`config.mk`:
```
export PLATFORM = sky130hd
export DESIGN_NAME = awi_map
export DESIGN_NICKNAME = d
export VERILOG_FILES = /design/src/hw/rtl/awi_pkg.sv /design/src/hw/rtl/awi_map.sv
export SDC_FILE = /design/constraint.sdc
export NUM_CORES = 2
export LEC_CHECK = 0
export BUFFER_PORTS_ARGS = -buffer_cell sky130_fd_sc_hd__clkbuf_2
export CAP_MARGIN = 25
export CORE_MARGIN = 1.5
export CORE_UTILIZATION = 39
export DETAILED_ROUTE_END_ITERATION = 7
export GPL_ROUTABILITY_DRIVEN = 0
export SYNTH_ARGS = -nofsm -noshare
export SYNTH_HDL_FRONTEND = slang
export SYNTH_SLANG_ARGS = --single-unit
export TNS_END_PERCENT = 50
```
`constraint.sdc`:
```
create_clock -name clk -period 7.5 [get_ports clk]
set_input_delay 1.125 -clock clk [delete_from_list [all_inputs] [get_ports clk]]
set_output_delay 1.125 -clock clk [all_outputs]
set_load 0.02 [all_outputs]
```
`src/hw/rtl/awi_pkg.sv`:
```
package awi_pkg;

	localparam int COORD_W = 12;
	localparam int SIZE_W  = 16;
	localparam int PIX_W   = 24;

	typedef enum logic [1:0] {
		MODE_LOAD     = 2'd0,
		MODE_NEAREST  = 2'd1,
		MODE_BILINEAR = 2'd2,
		MODE_RSVD     = 2'd3
	} mode_t;

	localparam logic [2:0] REG_COEF_ROW_ROW = 3'd0;
	localparam logic [2:0] REG_COEF_ROW_COL = 3'd1;
	localparam logic [2:0] REG_OFFSET_ROW   = 3'd2;
	localparam logic [2:0] REG_COEF_COL_ROW = 3'd3;
	localparam logic [2:0] REG_COEF_COL_COL = 3'd4;
	localparam logic [2:0] REG_OFFSET_COL   = 3'd5;
	localparam logic [2:0] REG_SOURCE_ROWS  = 3'd6;
	localparam logic [2:0] REG_SOURCE_COLS  = 3'd7;

	typedef struct packed {
		logic [31:0] coef_row_row;
		logic [31:0] coef_row_col;
		logic [31:0] offset_row;
		logic [31:0] coef_col_row;
		logic [31:0] coef_col_col;
		logic [31:0] offset_col;
	} matrix_t;

	typedef struct packed {
		logic               is_map;
		logic               in_src;
		logic               wr_ok;
		logic [COORD_W-1:0] ra;
		logic [COORD_W-1:0] rb;
		logic [COORD_W-1:0] ca;
		logic [COORD_W-1:0] cb;
		logic [15:0]        fa;
		logic [15:0]        fb;
		logic [PIX_W-1:0]   px;
	} coord_t;

	typedef struct packed {
		logic        in_src;
		logic        ra0;
		logic        rb0;
		logic        ca0;
		logic        cb0;
		logic [15:0] fa;
		logic [15:0] fb;
	} fetch_t;

	typedef struct packed {
		logic       in_src;
		logic [7:0] ch0;
		logic [7:0] ch1;
		logic [7:0] ch2;
	} result_t;

endpackage

```
`src/hw/rtl/awi_map.sv`:
```
module awi_map #(
	parameter int MAX_ROWS = 512,
	parameter int MAX_COLS = 512
) (
	input  logic                        clk,
	input  logic                        arst_n,
	input  logic                        adv,
	input  logic                        in_valid,
	input  logic [1:0]                  mode,
	input  logic [8:0]                  row,
	input  logic [8:0]                  col,
	input  logic [awi_pkg::PIX_W-1:0]   px,
	input  awi_pkg::matrix_t            mat,
	input  logic [awi_pkg::SIZE_W-1:0]  rows_lim,
	input  logic [awi_pkg::SIZE_W-1:0]  cols_lim,
	output logic                        v_s3,
	output awi_pkg::coord_t             c_s3
);
	import awi_pkg::*;

	logic               v_s1, v_s2;
	mode_t              mode_s1, mode_s2;
	logic [8:0]         row_s1, col_s1, row_s2, col_s2;
	logic [PIX_W-1:0]   px_s1, px_s2;
	logic signed [41:0] p_rr_s1, p_rc_s1, p_cr_s1, p_cc_s1;
	logic signed [43:0] sr_s2, sc_s2;

	always_ff @(posedge clk or negedge arst_n) begin
		if (!arst_n) begin
			v_s1 <= 1'b0;
			v_s2 <= 1'b0;
			v_s3 <= 1'b0;
		end else if (adv) begin
			v_s1 <= in_valid && (mode_t'(mode) != MODE_RSVD);
			v_s2 <= v_s1;
			v_s3 <= v_s2;
		end
	end

	always_ff @(posedge clk) begin
		if (adv) begin
			mode_s1 <= mode_t'(mode);
			row_s1  <= row;
			col_s1  <= col;
			px_s1   <= px;
			p_rr_s1 <= $signed(mat.coef_row_row) * $signed({1'b0, row});
			p_rc_s1 <= $signed(mat.coef_row_col) * $signed({1'b0, col});
			p_cr_s1 <= $signed(mat.coef_col_row) * $signed({1'b0, row});
			p_cc_s1 <= $signed(mat.coef_col_col) * $signed({1'b0, col});
			mode_s2 <= mode_s1;
			row_s2  <= row_s1;
			col_s2  <= col_s1;
			px_s2   <= px_s1;
			sr_s2   <= 44'(p_rr_s1) + 44'(p_rc_s1) + 44'($signed(mat.offset_row));
			sc_s2   <= 44'(p_cr_s1) + 44'(p_cc_s1) + 44'($signed(mat.offset_col));
		end
	end

	logic signed [43:0] tr, tc;
	logic               in_r, in_c;
	logic [15:0]        fl_r, fl_c, ra16, ca16, rb16, cb16, rbc, cbc;
	logic               bil;
	coord_t             c_d;

	always_comb begin
		tr   = sr_s2 + 44'sd32768;
		tc   = sc_s2 + 44'sd32768;
		in_r = !tr[43] && (tr != 44'sd0) && (tr[43:16] < {12'd0, rows_lim});
		in_c = !tc[43] && (tc != 44'sd0) && (tc[43:16] < {12'd0, cols_lim});
		fl_r = sr_s2[31:16];
		fl_c = sc_s2[31:16];
		ra16 = fl_r[15] ? 16'd0 : fl_r;
		ca16 = fl_c[15] ? 16'd0 : fl_c;
		rbc  = fl_r + 16'd1;
		cbc  = fl_c + 16'd1;
		rb16 = (rbc >= rows_lim) ? rows_lim - 16'd1 : rbc;
		cb16 = (cbc >= cols_lim) ? cols_lim - 16'd1 : cbc;
		bil  = (mode_s2 == MODE_BILINEAR);

		c_d.is_map = (mode_s2 != MODE_LOAD);
		c_d.in_src = in_r && in_c;
		c_d.wr_ok  = (32'(row_s2) < 32'(MAX_ROWS)) && (32'(col_s2) < 32'(MAX_COLS));
		c_d.px     = px_s2;
		if (mode_s2 == MODE_LOAD) begin
			c_d.ra = COORD_W'(row_s2);
			c_d.rb = COORD_W'(row_s2);
			c_d.ca = COORD_W'(col_s2);
			c_d.cb = COORD_W'(col_s2);
			c_d.fa = 16'd0;
			c_d.fb = 16'd0;
		end else begin
			c_d.ra = ra16[COORD_W-1:0];
			c_d.ca = ca16[COORD_W-1:0];
			c_d.rb = bil ? rb16[COORD_W-1:0] : ra16[COORD_W-1:0];
			c_d.cb = bil ? cb16[COORD_W-1:0] : ca16[COORD_W-1:0];
			c_d.fa = bil ? sr_s2[15:0] : 16'd0;
			c_d.fb = bil ? sc_s2[15:0] : 16'd0;
		end
	end

	always_ff @(posedge clk) begin
		if (adv) begin
			c_s3 <= c_d;
		end
	end

endmodule

```
# Word level (Yosys, flattened, before mapping)
# Index checks and enable logic that the tools add are counted.
[word_totals] reg_bits=453 output_inout_bits=108 wordCells=73 input_bits=272
[classes] n_bitwise=1 addsub=10 mux=9 mul=4 magnitude_cmp=4 eq_ne=2 n_reduce_logical=13
[op_table] operator="$mul 32x10->42" count=4
[op_table] operator="$add 43x32->44" count=2
[op_table] operator="$add 44x17->44 const B" count=2
[op_table] operator="$reduce_bool 44->1" count=2
[op_table] operator="$add 42x42->43" count=2
[op_table] operator="$mux 77" count=1
[op_table] operator="$mux 12" count=6
[op_table] operator="$lt 28x16->1" count=2
[op_table] operator="$add 16x1->16 const B" count=2
[op_table] operator="$ge 16x16->1" count=2
[op_table] operator="$mux 16" count=2
[op_table] operator="$sub 12x1->12 const B" count=2
[op_table] operator="$logic_and 1x1->1" count=6
[op_table] operator="$eq 2x2->1 const B" count=1
[op_table] operator="$logic_not 1->1" count=2
[op_table] operator="$logic_not 2->1" count=1
[op_table] operator="$ne 2x2->1 const B" count=1
[op_table] operator="$reduce_bool 2->1" count=1
[op_table] operator="$reduce_or 2->1" count=1
[op_table] operator="$not 1->1" count=1

# Logic depth before layout (Yosys ltp)
[logic_depth] depth_word=5 mapped_depth=24 ltp_nobuf=21

# Least setup slack after synthesis
# Ideal clock, no wire load.
[synth_timing] kind="input to register" startpoint="input col[1]" endpoint="register p_rc_s1[36] (data pin)" required_ns=7.236 setup_time_ns=0.264 path_buffers=2 path_stages=23 path_slack_ns=0.571 t_arrival_ns=6.665 path_cell_list="clkbuf_1 -> clkbuf_1 -> nand2_1 -> fa_1 -> inv_1 -> fa_1 -> inv_1 -> fa_1 -> inv_1 -> fa_1 -> inv_1 -> fa_1 -> inv_1 -> ha_1 -> nand2_1 -> or3_1 -> and3_1 -> or4_1 -> a31oi_1 -> nor2_1 -> o21ai_1 -> o221ai_1 -> xnor2_1"
[synth_via] elab_chain_cells=1
[synth_rtl] element="start, declared" line_no="awi_map.sv:11" text="input logic [8:0] col,"
[synth_rtl] element="$mul 32x10->42" line_no="awi_map.sv:47" text="p_rc_s1 <= $signed(mat.coef_row_col) * $signed({1'b0, col});"
[synth_rtl] element="end signal, assigned" line_no="awi_map.sv:47"
[synth_rtl] element="end, declared" line_no="awi_map.sv:25" text="logic signed [41:0] p_rr_s1, p_rc_s1, p_cr_s1, p_cc_s1;"
# Every way passes these cells.
# A chain may end at the register's enable or synchronous reset.

# Final worst setup path
[layout_timing] startpoint="input col[5]" endpoint="register p_cc_s1[40] (data pin)"
[layout_via] elab_chain_cells=1
[layout_rtl] element="$mul 32x10->42" line_no="awi_map.sv:49" text="p_cc_s1 <= $signed(mat.coef_col_col) * $signed({1'b0, col});"
[layout_rtl] element="end signal, assigned" line_no="awi_map.sv:49"
[layout_rtl] element="end, declared" line_no="awi_map.sv:25"
# Every way passes these cells.

==> flow_summary.yaml <==
logic_synthesis:
  synth_most_common_cell: "inv_1"
  syn_inst: 6572
  yosys-top-cells-count: "inv_1 (1,195), fa_1 (1,022), nand2_1 (863)"
  synth-seq-cells: 453
  synth-edff-count: 450
  synth-compound-area-share: 0.0831
  synth_warnings: 0
  synth_cell_types: 81
  yosysTopAreaCellShare: 0.320
  synthSimpleGateAreaFrac: 0.150
  ys_seq_area_frac: 0.212
  synth.mux.area_fraction: 0.00512
  avgSynthCellArea_um2: 9.74
  synth-xor-area-share: 0.0443
  synth_top_cells_by_area: "fa_1 (32%), edfxtp_1 (21%), ha_1 (9.9%)"
  synth_top_family_by_area: "adder cells"
  synthArstFlopShare: 0.00662
  synth_top_flop_cell: "edfxtp_1"
  synth_fp_nets: 8374
  synth_area_leader_cell: "fa_1"
  synth_adder_area_share: 0.419
  synth_area_mm2: 0.0640
sta:
  slew_violations: 0
  fmax_ghz: 0.149
  fin_crit_sh: 0.895
  finalSetupViolations: 0
  setup_tns_ps: 0
  rsz0062_at_grt: "false"
  fin_ws_ps: 785
  hold_ws_ps: 278
  min_period_ps: 6710
  hold_viol_final: 0
  slew_headroom: 0.360
  tightest_slew_ps: 961
  fin_skew_ps: 54.3
clock_tree:
  clk_latency_ps: 650
  cts_tree: "built"
  clockRootBuffer: "clkbuf_16"
  ctsHoldBuffers: 0
  htree_num_levels: 2
  post-cts-setup-buffer-count: 0
  clk_path_buf_depth: 3
  post_cts_resized: 0
  cts_buffers: 51
  cts.sinks: 453
  clkTransAtPathRegs_ps: 60
floorplan:
  initial_core_util: 0.393
  dieArea_mm2: 0.167
  die_w_um: 408
  die-height_um: 408
  num_rows: 148
  core-area_mm2: 0.163
  io_pins: 380
global_routing:
  antenna_found_initial: 12
  grt_use_total: 0.213
  grt_max_degree: 154
  first_global_vias: 49593
  grt.overflow.total: 0
  grt_pass1_wl_mm: 278
setup_path:
  worstPathCellList: "clkbuf_2 -> buf_4 -> nand2_1 -> fa_1 -> inv_1 -> fa_1 -> fa_1 -> fa_1 -> inv_1 -> fa_1 -> inv_1 -> ha_1 -> a21o_1 -> a21o_1 -> a21oi_1 -> a21oi_1 -> o21ai_0 -> buf_4 -> o21ai_0 -> a31oi_1 -> o31ai_1 -> xor2_1"
  worstSetupEndpointType: "flip-flop"
  crit_family: "adder cells"
  crit_path_start_kind: "input pin"
  critPathSlowestCell: "o21ai_0"
  max_stage_delay_ps: 620
  critPathArrivalTime_ps: 7100
  critPathMaxFanout: 26
  crit_type: "in -> reg"
  cp.buffers_inverters: 6
  worstPathRequired_ps: 7890
  crit_top_cell: "fa_1"
outcome:
  outcome: "finished, final reports clean"
placement:
  dp_slack_ps: 155
  place_area_mm2: 0.0685
  dp_hpwl_mm: 144
  portBuffers: 378
  dp_cells: 8930
routing:
  ant_nets: 0
  wl_per_cell_um: 19.3
  drt_pre_antenna_iters: 7
  drc: 0
  drtIter0Drc: 2982
  wl_mm: 175
  via_per_inst: 5.16
  dr_total_vias: 46638
final_layout:
  syn_to_final_growth_pct: 9.77
  final_area_mm2: 0.0703
  drive_gt1_frac: 0.0841
  fin_nets: 8611
  final_cells: 9033
  fillers: 15800
power_and_ir_drop:
  peakVddDrop_mv: 0.331
  powerDensity_mw_per_mm2: 511
  p_leak_nw: 34.2
flow_run:
  maxCapViolations: 0
worst_hold_path:
  hold_class: "in -> async"
[per-layer routing]
layer | track usage | up-vias | share of wire
met5 | 0 | - | 0.00013
met4 | 0.0816 | 4 | 0.044
met3 | 0.0202 | 288 | 0.046
met2 | 0.372 | 1233 | 0.50
met1 | 0.271 | 23710 | 0.41
li1 | - | 21403 | -
[state kept, by name (all words and copies together) (netlist names), 42 cells and up]
register,flops
p_rr_s1,42
p_cr_s1,42
p_cc_s1,42
sr_s2,44
sc_s2,44
p_rc_s1,42
c_s3,106
[path summary, 6_finish.rpt]
check                                   end       from  cells after the start  slack, ps
max in group asynchronous              v_s3     arst_n                      1       7110
min in group clk                    c_s3[8]   px_s2[8]                      0        420
worst min register to register      c_s3[8]   px_s2[8]                      0        420
worst min-delay path                   v_s2     arst_n                      1        280
worst max register to register    c_s3[105]  sr_s2[17]                     16       1160
worst max-delay path            p_cc_s1[40]     col[5]                     22        790
[cells by family (layout without fill, tap and decap cells)]
| logic type | count (synthesis) | after routing |
|---|---|---|
| AND/OR/NAND/NOR | 1945 | 1945 |
| flip-flops | 453 | 453 |
| AO/OA/AOI/OAI | 818 | 818 |
| adder cells (fa/ha/maj) | 1530 | 1530 |
| buffers and inverters | 1469 | 1749 |
| other | 1 | 7 |
| XOR/XNOR | 324 | 324 |
| multiplexers | 32 | 32 |
[stage by stage]
stage | util | power [mW]
after floorplan | - | 25.9
after global placement | 0.420 | 32.9
after detailed placement | 0.421 | 33.2
after CTS | 0.432 | 36.2
after global routing | 0.432 | 39.7
final | 0.432 | 35.9
[report_power, final]
group / internal (mW) / switching [mW]
clock network: 1.55 / 1.14
logic: 11.4 / 15.7
registers: 5.16 / 0.941
total: 18.1 / 17.8
[placed cells by master (no fill, tap or decap), drive strengths merged, types with 18 or more instances in the layout]
master  netlist  routed
nor2        176     176
nor3         56      56
a211oi       28      28
inv        1195    1203
and3         29      29
ha          508     508
buf          79      81
and2        520     520
clkbuf      195     434
mux2i        26      26
nor2b        37      37
nor4         23      23
and4         19      19
o21bai       21      21
xor2         93      93
a21o        143     143
or3          18      18
o21ai       153     153
edfxtp      450     450
nand2b       44      44
clkinv        0      18
o211ai       30      30
fa         1022    1022
nand3        73      73
o21a         35      35
nand2       863     863
nand4        55      55
xnor2       231     231
a21oi       235     235
a31oi        26      26
[cell type report]
class                           instances  area, µm²  share of cell area
Clock buffer                           57       1300              0.0185
Tap cell                             2175       2720              0.0387
Clock inverter                         39        485             0.00691
Timing Repair Buffer                  458       2770              0.0394
Sequential cell                       453      13600               0.193
Multi-Input combinational cell       4650      44900               0.639
Inverter                             1195       4490              0.0638
Antenna cell                            6       15.0            0.000214
Power figures use the tool's default switching activity.
